`src/design/dsrc_pkg.sv`:
```
// Package for the dual stepper ramp controller: widths, command and register codes.
// No dependencies.
`timescale 1ns / 1ps
package dsrc_pkg;
    localparam int PW = 24;
    localparam int CW = 32;
    localparam logic [PW-1:0] PMASK = {PW{1'b1}};

    localparam logic [2:0] ACT_RAMP   = 3'd0;
    localparam logic [2:0] ACT_STEP   = 3'd1;
    localparam logic [2:0] ACT_RPM    = 3'd2;
    localparam logic [2:0] ACT_PERIOD = 3'd3;
    localparam logic [2:0] ACT_ENABLE = 3'd4;
    localparam logic [2:0] ACT_POWER  = 3'd5;
    localparam logic [2:0] ACT_DIR    = 3'd6;
    localparam logic [2:0] ACT_RUN    = 3'd7;

    localparam logic [2:0] REG_RATE  = 3'd0;
    localparam logic [2:0] REG_DRPM  = 3'd1;
    localparam logic [2:0] REG_CONV  = 3'd2;
    localparam logic [2:0] REG_RMIN  = 3'd3;
    localparam logic [2:0] REG_RMAX  = 3'd4;
    localparam logic [2:0] REG_PMIN  = 3'd5;
    localparam logic [2:0] REG_PMAX  = 3'd6;

    // divider request/response
    typedef struct packed {
        logic          start;
        logic [PW-1:0] num;
        logic [PW-1:0] den;
    } div_req_t;

    typedef struct packed {
        logic          done;
        logic [PW-1:0] quo;
    } div_rsp_t;
endpackage

```
`src/design/dual_stepper_ramp_controller_top.sv`:
```
// Top level: APB registers, command sequencer, motor state, shared serial divider.
// Depends on dsrc_pkg and dsrc_div.
// The sequencer runs its divisions one after another on the shared divider, and a zero
// divisor skips the shift loop; a ramp tick uses three of them (two when already at goal).
// Commands are taken one at a time; s_tready is high while the sequencer idles; a result
// waiting in the output register holds the next result in S_PUT and, with it, the sequencer.
// Reset: asynchronous, active low; registers and motor state to their defaults.
`timescale 1ns / 1ps
module dual_stepper_ramp_controller_top (
    input  logic        clk,
    input  logic        rst_n,
    input  logic        psel,
    input  logic        penable,
    input  logic        pwrite,
    input  logic [4:0]  paddr,
    input  logic [31:0] pwdata,
    output logic [31:0] prdata,
    output logic        pready,
    input  logic        s_tvalid,
    output logic        s_tready,
    input  logic [31:0] s_tdata,   // action[2:0], motor[3], value[27:4], flag[28]
    output logic        m_tvalid,
    input  logic        m_tready,
    output logic [63:0] m_tdata    // step_a,step_b,dir_a,dir_b,pwr_a,pwr_b,run_a,run_b,
                                   // counted[8], period_now[32:9], rpm_now[56:33]
);
    import dsrc_pkg::*;

    localparam logic [2:0] S_IDLE = 3'd0;
    localparam logic [2:0] S_D1   = 3'd1;  // first division running
    localparam logic [2:0] S_D2   = 3'd2;  // second ramp division
    localparam logic [2:0] S_FIN  = 3'd3;  // apply
    localparam logic [2:0] S_D3   = 3'd4;  // reported rpm division
    localparam logic [2:0] S_OUT  = 3'd5;
    localparam logic [2:0] S_PUT  = 3'd6;  // hand result to output register

    // configuration registers
    logic [6:0]    rate_reg;
    logic [9:0]    drpm_reg, rmin_reg, rmax_reg;
    logic [PW-1:0] conv_reg, pmin_reg, pmax_reg;
    logic          wr;
    assign pready = 1'b1;
    assign wr = psel && penable && pwrite;

    always_ff @(posedge clk or negedge rst_n)
    begin
        if (!rst_n)
        begin
            rate_reg <= 7'd10;
            drpm_reg <= 10'd60;
            conv_reg <= 24'd18750;
            rmin_reg <= 10'd1;
            rmax_reg <= 10'd300;
            pmin_reg <= 24'd60;
            pmax_reg <= 24'd18750;
        end
        else if (wr)
        begin
            case (paddr[4:2])
                REG_RATE: rate_reg <= pwdata[6:0];
                REG_DRPM: drpm_reg <= pwdata[9:0];
                REG_CONV: conv_reg <= pwdata[23:0];
                REG_RMIN: rmin_reg <= pwdata[9:0];
                REG_RMAX: rmax_reg <= pwdata[9:0];
                REG_PMIN: pmin_reg <= pwdata[23:0];
                REG_PMAX: pmax_reg <= pwdata[23:0];
                default: ;
            endcase
        end
    end

    always_comb
    begin
        case (paddr[4:2])
            REG_RATE: prdata = {25'd0, rate_reg};
            REG_DRPM: prdata = {22'd0, drpm_reg};
            REG_CONV: prdata = {8'd0, conv_reg};
            REG_RMIN: prdata = {22'd0, rmin_reg};
            REG_RMAX: prdata = {22'd0, rmax_reg};
            REG_PMIN: prdata = {8'd0, pmin_reg};
            REG_PMAX: prdata = {8'd0, pmax_reg};
            default:  prdata = '0;
        endcase
    end

    // motor state
    logic [PW-1:0] half_reg [2];
    logic [PW-1:0] goal_reg [2];
    logic [1:0]    run_reg, pwr_reg, dir_reg, lvl_reg;
    logic [CW-1:0] cnt_reg [2];
    logic [CW-1:0] egoal_reg;
    logic          cmode_reg;

    logic [2:0]    state_reg;
    logic [2:0]    act_reg;
    logic          m_reg;
    logic [PW-1:0] val_reg;
    logic          flag_reg;
    logic [63:0]   out_reg;
    logic          ovalid_reg;
    logic          load_out;

    div_req_t dreq;
    div_rsp_t drsp;
    dsrc_div u_div (.clk(clk), .rst_n(rst_n), .req(dreq), .rsp(drsp));

    logic [PW-1:0] cur, goal;
    assign cur  = half_reg[m_reg];
    assign goal = goal_reg[m_reg];

    // ramp rpm candidate from first quotient
    logic [PW:0] up_rpm;
    logic [PW:0] dn_rpm;
    logic        dn_neg;
    assign up_rpm = {1'b0, drsp.quo} + (PW+1)'(rate_reg);
    assign dn_neg = drsp.quo < PW'(rate_reg);
    assign dn_rpm = {1'b0, drsp.quo} - (PW+1)'(rate_reg);

    // new period bounding
    logic [PW-1:0] np;
    always_comb
    begin
        np = drsp.quo;
        if (cur > goal)
        begin
            if (np >= cur) np = cur - 1'b1;
            if (np < goal) np = goal;
        end
        else
        begin
            if (np <= cur) np = cur + 1'b1;
            if (np > goal) np = goal;
        end
    end

    logic [PW-1:0] clamped;
    always_comb
    begin
        clamped = drsp.quo;
        if (drsp.quo < pmin_reg) clamped = pmin_reg;
        else if (drsp.quo > pmax_reg) clamped = pmax_reg;
    end

    logic [PW-1:0] vclamp;
    always_comb
    begin
        vclamp = val_reg;
        if (val_reg < pmin_reg) vclamp = pmin_reg;
        else if (val_reg > pmax_reg) vclamp = pmax_reg;
    end

    assign s_tready = (state_reg == S_IDLE);
    assign m_tvalid = ovalid_reg;
    assign m_tdata  = out_reg;
    assign load_out = (state_reg == S_PUT) && (!ovalid_reg || m_tready);

    // output register
    always_ff @(posedge clk or negedge rst_n)
    begin
        if (!rst_n)
        begin
            ovalid_reg <= 1'b0;
            out_reg    <= '0;
        end
        else if (load_out)
        begin
            out_reg    <= {7'd0, (goal >= pmax_reg) ? {PW{1'b0}} : drsp.quo, cur,
                           cmode_reg, run_reg[1], run_reg[0], pwr_reg[1],
                           pwr_reg[0], dir_reg[1], dir_reg[0],
                           lvl_reg[1], lvl_reg[0]};
            ovalid_reg <= 1'b1;
        end
        else if (m_tready)
            ovalid_reg <= 1'b0;
    end

    // command sequencer
    always_ff @(posedge clk or negedge rst_n)
    begin
        if (!rst_n)
        begin
            state_reg  <= S_IDLE;
            act_reg    <= ACT_RAMP;
            m_reg      <= 1'b0;
            val_reg    <= '0;
            flag_reg   <= 1'b0;
            for (int i = 0; i < 2; i++)
            begin
                half_reg[i] <= 24'd18750;
                goal_reg[i] <= 24'd18750;
                cnt_reg[i]  <= '0;
            end
            run_reg   <= '0;
            pwr_reg   <= '0;
            dir_reg   <= 2'b11;
            lvl_reg   <= 2'b11;
            egoal_reg <= '0;
            cmode_reg <= 1'b0;
            dreq      <= '0;
        end
        else
        begin
            dreq.start <= 1'b0;
            case (state_reg)
                S_IDLE:
                    if (s_tvalid && s_tready)
                    begin
                        act_reg   <= s_tdata[2:0];
                        m_reg     <= s_tdata[3];
                        val_reg   <= s_tdata[27:4];
                        flag_reg  <= s_tdata[28];
                        state_reg <= S_D1;
                        dreq.num  <= conv_reg;
                        if (s_tdata[2:0] == ACT_RAMP)
                        begin
                            dreq.den   <= half_reg[s_tdata[3]];
                            dreq.start <= 1'b1;
                        end
                        else if (s_tdata[2:0] == ACT_RPM)
                        begin
                            dreq.den   <= s_tdata[27:4];
                            dreq.start <= 1'b1;
                        end
                        else if (s_tdata[2:0] == ACT_RUN)
                        begin
                            dreq.den   <= PW'(drpm_reg);
                            dreq.start <= 1'b1;
                        end
                        else
                            state_reg <= S_FIN;
                    end
                S_D1:
                    if (drsp.done)
                    begin
                        case (act_reg)
                            ACT_RAMP:
                                if (cur == goal)
                                    state_reg <= S_FIN;
                                else
                                begin
                                    if (cur > goal)
                                        dreq.den <= (up_rpm > (PW+1)'(rmax_reg)) ?
                                            PW'(rmax_reg) : up_rpm[PW-1:0];
                                    else
                                        dreq.den <= (dn_neg || dn_rpm < (PW+1)'(rmin_reg)) ?
                                            PW'(rmin_reg) : dn_rpm[PW-1:0];
                                    dreq.start <= 1'b1;
                                    state_reg  <= S_D2;
                                end
                            ACT_RPM:
                            begin
                                cmode_reg <= 1'b0;
                                if (val_reg == '0)
                                begin
                                    goal_reg[m_reg] <= pmax_reg;
                                    run_reg[m_reg]  <= 1'b0;
                                end
                                else
                                begin
                                    goal_reg[m_reg] <= clamped;
                                    run_reg[m_reg]  <= 1'b1;
                                end
                                state_reg <= S_FIN;
                            end
                            default:
                            begin
                                egoal_reg   <= {val_reg, 3'b000} & {CW{1'b1}};
                                cnt_reg[0]  <= '0;
                                cnt_reg[1]  <= '0;
                                goal_reg[0] <= drsp.quo;
                                goal_reg[1] <= drsp.quo;
                                cmode_reg   <= 1'b1;
                                run_reg     <= 2'b11;
                                state_reg   <= S_FIN;
                            end
                        endcase
                    end
                S_D2:
                    if (drsp.done)
                    begin
                        half_reg[m_reg] <= np;
                        state_reg <= S_FIN;
                    end
                S_FIN:
                begin
                    case (act_reg)
                        ACT_RAMP:
                            if (cur >= pmax_reg)
                            begin
                                cmode_reg       <= 1'b0;
                                run_reg[m_reg]  <= 1'b0;
                                goal_reg[m_reg] <= pmax_reg;
                            end
                        ACT_STEP:
                            if (run_reg[m_reg])
                            begin
                                lvl_reg[m_reg] <= !lvl_reg[m_reg];
                                if (!lvl_reg[m_reg])
                                begin
                                    cnt_reg[m_reg] <= cnt_reg[m_reg] + 1'b1;
                                    if (cmode_reg && cnt_reg[m_reg] + 1'b1 == egoal_reg)
                                    begin
                                        run_reg   <= 2'b00;
                                        cmode_reg <= 1'b0;
                                    end
                                end
                            end
                        ACT_PERIOD: goal_reg[m_reg] <= vclamp;
                        ACT_ENABLE:
                        begin
                            cmode_reg      <= 1'b0;
                            run_reg[m_reg] <= flag_reg;
                            if (!flag_reg) goal_reg[m_reg] <= pmax_reg;
                        end
                        ACT_POWER:
                        begin
                            pwr_reg[m_reg] <= flag_reg;
                            if (!flag_reg) goal_reg[m_reg] <= pmax_reg;
                        end
                        ACT_DIR: dir_reg[m_reg] <= flag_reg;
                        default: ;
                    endcase
                    state_reg <= S_D3;
                end
                S_D3:
                begin
                    // goal now final: compute reported rpm
                    dreq.num   <= conv_reg;
                    dreq.den   <= goal;
                    dreq.start <= 1'b1;
                    state_reg  <= S_OUT;
                end
                S_OUT:
                    if (drsp.done)
                        state_reg <= S_PUT;
                S_PUT:
                    // quotient stays on the divider until the next request
                    if (load_out)
                        state_reg <= S_IDLE;
                default: state_reg <= S_IDLE;
            endcase
        end
    end

    a_one_busy: assert property (@(posedge clk) disable iff (!rst_n)
        (state_reg != S_IDLE) |-> !s_tready) else $error("accept while busy");
    a_out_hold: assert property (@(posedge clk) disable iff (!rst_n)
        ovalid_reg && !m_tready |=> ovalid_reg) else $error("result dropped");
    a_cmode_run: assert property (@(posedge clk) disable iff (!rst_n)
        cmode_reg |-> run_reg == 2'b11)
        else $error("mode");
endmodule

```
`src/design/dsrc_div.sv`:
```
// Bit-serial restoring divider, one quotient bit per cycle; zero divisor saturates.
// Depends on dsrc_pkg.
`timescale 1ns / 1ps
module dsrc_div (
    input  logic              clk,
    input  logic              rst_n,
    input  dsrc_pkg::div_req_t req,
    output dsrc_pkg::div_rsp_t rsp
);
    import dsrc_pkg::*;

    logic [PW-1:0] quo_reg;
    logic [PW:0]   rem_reg;
    logic [PW-1:0] den_reg;
    logic [4:0]    cnt_reg;
    logic          busy_reg;
    logic          done_reg;
    logic [PW:0]   trial;
    logic [PW:0]   shifted;

    assign shifted = {rem_reg[PW-1:0], quo_reg[PW-1]};
    assign trial   = shifted - {1'b0, den_reg};

    // shift-subtract sequencer
    always_ff @(posedge clk or negedge rst_n)
    begin
        if (!rst_n)
        begin
            quo_reg  <= '0;
            rem_reg  <= '0;
            den_reg  <= '0;
            busy_reg <= 1'b0;
            done_reg <= 1'b0;
            cnt_reg  <= '0;
        end
        else
        begin
            done_reg <= 1'b0;
            if (req.start)
            begin
                quo_reg <= req.num;
                rem_reg <= '0;
                den_reg <= req.den;
                cnt_reg <= 5'(PW);
                if (req.den == '0)
                begin
                    quo_reg  <= PMASK;
                    done_reg <= 1'b1;
                end
                else
                    busy_reg <= 1'b1;
            end
            else if (busy_reg)
            begin
                if (!trial[PW])
                begin
                    rem_reg <= trial;
                    quo_reg <= {quo_reg[PW-2:0], 1'b1};
                end
                else
                begin
                    rem_reg <= shifted;
                    quo_reg <= {quo_reg[PW-2:0], 1'b0};
                end
                cnt_reg <= cnt_reg - 5'd1;
                if (cnt_reg == 5'd1)
                begin
                    busy_reg <= 1'b0;
                    done_reg <= 1'b1;
                end
            end
        end
    end

    assign rsp.done = done_reg;
    assign rsp.quo  = quo_reg;

    a_done_pulse: assert property (@(posedge clk) disable iff (!rst_n)
        done_reg |=> !done_reg || $past(req.start)) else $error("done held");
    a_no_overlap: assert property (@(posedge clk) disable iff (!rst_n)
        busy_reg |-> !done_reg) else $error("done while busy");
    a_cnt: assert property (@(posedge clk) disable iff (!rst_n)
        busy_reg |-> cnt_reg != 5'd0) else $error("count underflow");
endmodule

```
`config.mk`:
```
export PLATFORM = sky130hd
export DESIGN_NAME = dual_stepper_ramp_controller_top
export DESIGN_NICKNAME = d
export VERILOG_FILES = /design/src/design/dsrc_pkg.sv /design/src/design/dual_stepper_ramp_controller_top.sv /design/src/design/dsrc_div.sv
export SDC_FILE = /design/constraint.sdc
export NUM_CORES = 2
export LEC_CHECK = 0
export ABC_AREA = 1
export BUFFER_PORTS_ARGS = -buffer_cell sky130_fd_sc_hd__buf_4
export CAP_MARGIN = 25
export CELL_PAD_IN_SITES_DETAIL_PLACEMENT = 0
export CELL_PAD_IN_SITES_GLOBAL_PLACEMENT = 2
export CORE_AREA = 2 2 327 329
export CTS_BUF_LIST = sky130_fd_sc_hd__clkbuf_16
export CTS_CLUSTER_SIZE = 28
export DETAILED_ROUTE_END_ITERATION = 8
export DIE_AREA = 0 0 329 331
export GPL_TIMING_DRIVEN = 0
export PLACE_DENSITY = 0.91
export SLEW_MARGIN = 0
export SYNTH_ARGS = -nofsm -noshare
export SYNTH_HDL_FRONTEND = slang
export SYNTH_SLANG_ARGS = --single-unit
```
`constraint.sdc`:
```
create_clock -name clk -period 6.2 [get_ports clk]
set_input_delay 0.93 -clock clk [delete_from_list [all_inputs] [get_ports clk]]
set_output_delay 0.93 -clock clk [all_outputs]
set_load 0.01 [all_outputs]
```
==> flow_summary.yaml <==
setup_path:
  endpoint_kind: "flop"
  crit_type: "reg -> reg"
  critPathRequiredTime_ns: 6.77
  worst_path_arrival_ns: 6.69
  critical_path_fanouts_max: 10
  critical_path.cell_chain: "buf_6, buf_6, buf_6, buf_6, buf_2, buf_2, o21ai_0, ha_1, nand2_1, inv_1, nand3_1, a31oi_1, a2111oi_0, nand2_1, a31oi_1, nor2_1, buf_6, inv_1, clkbuf_2, clkbuf_1, o211ai_1, nand3_1, nand2_1"
  crit_path_launch_type: "flop"
  worst-r2r-cell-count: 23
  cp_slowest_cell: "sky130_fd_sc_hd__o21ai_0"
  crit_path_cell_count: 23
  cpLargestDelayFamily: "buffers and inverters"
  crit_top_cell: "sky130_fd_sc_hd__buf_6"
  cp_num_buf_inv: 11
  slowest_stage_delay_on_critical_path_ns: 0.83
floorplan:
  io-pin-count: 175
  fp.dieW_um: 329
  placement_row_count: 119
  initial_utilization: 0.369
  fp.dieH_um: 331
  floorplan.core_area_sq_mm: 0.105
  die_area_sq_mm: 0.109
clock_tree:
  cts_tree: "yes"
  post_cts_hold_buffer_count: 0
  clock_sinks: 520
  clock_insertion_delay_worst_skew_ns: 0.71
  cts.reportedPaths.clkPinSlew_ns: 0.06
  cts_htree_levels: 2
  cts_inserted_buffers: 61
  clock-root-buffer: "sky130_fd_sc_hd__clkbuf_16"
  cts_buffer_depth: 3
grt:
  initial_antenna_violation_count: 5
  grtUsageTotal: 0.340
  overflow: 0
  global_route_wire_length_before_repair_um: 269000
  grt_max_degree: 118
  via_count_of_the_first_global_routing_pass: 37800
logic_synthesis:
  mapped_cell_area_sq_mm: 0.0388
  synth.ff_latch_count: 520
  synth_cell_type_count: 76
  synth_adder_area_share: 0.0984
  yosysSeqAreaShare: 0.338
  synth_async_sr_flop_share: 1.00
  compound_cell_area_share_of_the_yosys_netlist: 0.169
  postSynth.topFlopCell: "sky130_fd_sc_hd__dfrtp_1"
  number_of_flops_mapped_to_enable_cells_by_yosys: 0
  post_synth_mux_area_share: 0.00290
  synth-xor-area-share: 0.0297
  synthesis.yosys.warnings: 0
  synth_top_family_by_area: "simple AND/OR/NAND/NOR gates"
  synth-simple-area-share: 0.277
  post_synth.cell_area_avg_sq_um: 7.14
  syn-instance-count: 5432
timing:
  fin_ws_ns: 0.0791
  slew_headroom: 0.190
  fmax_ghz: 0.163
  hold_violations: 0
  final.min_clock_period_ns: 6.12
  timing_worst_slew_pin_value_ns: 1.21
  timing_max_transition_violations_final: 0
  hold_slack_ns: 0.275
  report.final.setup_viol: 0
  min_period_over_period: 0.987
  clock-skew-final_ns: 0.0449
layout:
  drive_gt1_frac: 0.100
  final_cell_area_sq_mm: 0.0442
  nets: 6081
  largest_register_ffs: 64
  areaGrowthSynthToFinish_pct: 13.9
  instances_no_fill: 7148
  layout_commonest_cell: "sky130_fd_sc_hd__nand2_1"
  commonest_non_fill_non_tap_cells_in_the_layout: "sky130_fd_sc_hd__nand2_1, sky130_fd_sc_hd__inv_1, sky130_fd_sc_hd__o21ai_0, sky130_fd_sc_hd__dfrtp_1, sky130_fd_sc_hd__nand3_1"
detailed_routing:
  postRouteAntennaNets: 0
  remaining_routing_drc_violations: 0
  drt-total-wl_um: 189000
  drt-initial-drc-count: 4410
  dr.pass1.iters: 6
  vias_per_cell: 5.73
  drt-wirelength-per-cell_um: 26.4
  detailroute.via_count: 40900
power:
  largest_vdd_supply_drop_mv: 0.446
  power_per_cell_area_mw_per_mm2: 671
  power.leakage_nw: 21.2
place:
  placed_cells: 7020
  dp_hpwl_um: 148000
  place_area_sq_mm: 0.0421
  place_worst_setup_slack_ns: -0.824
  gp_congestion: 0.989
  port-buffer-count: 144
status:
  run_status: "finished clean"
hold_path:
  min-delay-path-class: "in -> async"
job:
  max_cap_violations: 0
==> what timing repair did <==
item,in CTS,in global routing
resized for setup,14,26
pin swaps,0,4
setup endpoints to repair,77,73
cloned,0,0
setup buffers,0,9
==> worst paths after layout <==
path | slack [ns] | startpoint | endpoint
worst max-delay path | 0.08 | m_reg | half_reg[12]
worst min-delay path | 0.28 | rst_n | pmax_reg[20]
worst max register to register | 0.08 | m_reg | half_reg[12]
worst min register to register | 0.47 | half_reg[27] | half_reg[27]
max in group asynchronous | 4.82 | rst_n | m_tdata[28]
min in group clk | 0.44 | s_tdata[28] | flag_reg
==> cell usage after synthesis, drive strengths merged, types with 25 or more instances <==
cell | n | area [sq um]
nand3 | 421 | 2140
nand4 | 69 | 459
clkbuf | 196 | 736
o211ai | 62 | 470
xor2 | 98 | 911
o221ai | 37 | 324
inv | 546 | 2050
buf | 74 | 487
xnor2 | 25 | 241
dfrtp | 453 | 11300
a21oi | 219 | 1100
dfstp | 67 | 1760
nand2 | 1641 | 6210
nor3 | 60 | 325
ha | 300 | 3750
or2 | 28 | 175
nor2 | 284 | 1200
o21ai | 609 | 3250
o22ai | 53 | 332
==> cell families after synthesis <==
| group | count (synthesis) |
|---|---|
| other cells | 2 |
| buf+inv | 824 |
| mux | 10 |
| flops | 520 |
| compound gates | 1113 |
| xor+xnor | 123 |
| simple gates | 2537 |
| fa+ha+maj | 303 |
==> power breakdown <==
part           switching (mW)  internal, mW  total, mW  leakage [nW]
Sequential               1.39          4.65       6.04          6.39
Combinational            14.0          6.13       20.1          13.8
Clock                    1.60          1.88       3.48         0.955
==> through the flow <==
step	power [mW]	TNS, ns	utilization
after floorplan	17.7	0	-
after global placement	24.9	-817.26	0.397
after detailed placement	25.3	-36.72	0.401
after CTS	28.9	0	0.419
after global routing	31.7	-0.0721	0.421
final	29.7	0	0.421
==> metal layers <==
layer	up-vias	wire, um	track usage	share of wire
met2	2098	79700	0.510	0.42
met1	19800	81900	0.475	0.43
met3	425	15800	0.0500	0.083
li1	18700	-	-	-
met4	0	11300	0.176	0.060
met5	-	0	0	0
==> cell type report <==
type,count,area [sq um]
fillers,11100,60800
multi-input cells,4102,22500
flip-flops and latches,520,13100
inverters,554,2090
well taps,1391,1740
repair buffers,193,1600
clock buffers,61,1530
plain buffers,270,1250
clock inverters,55,360
diodes,2,5.00
Note: power is estimated with default switching activity, not from simulation.
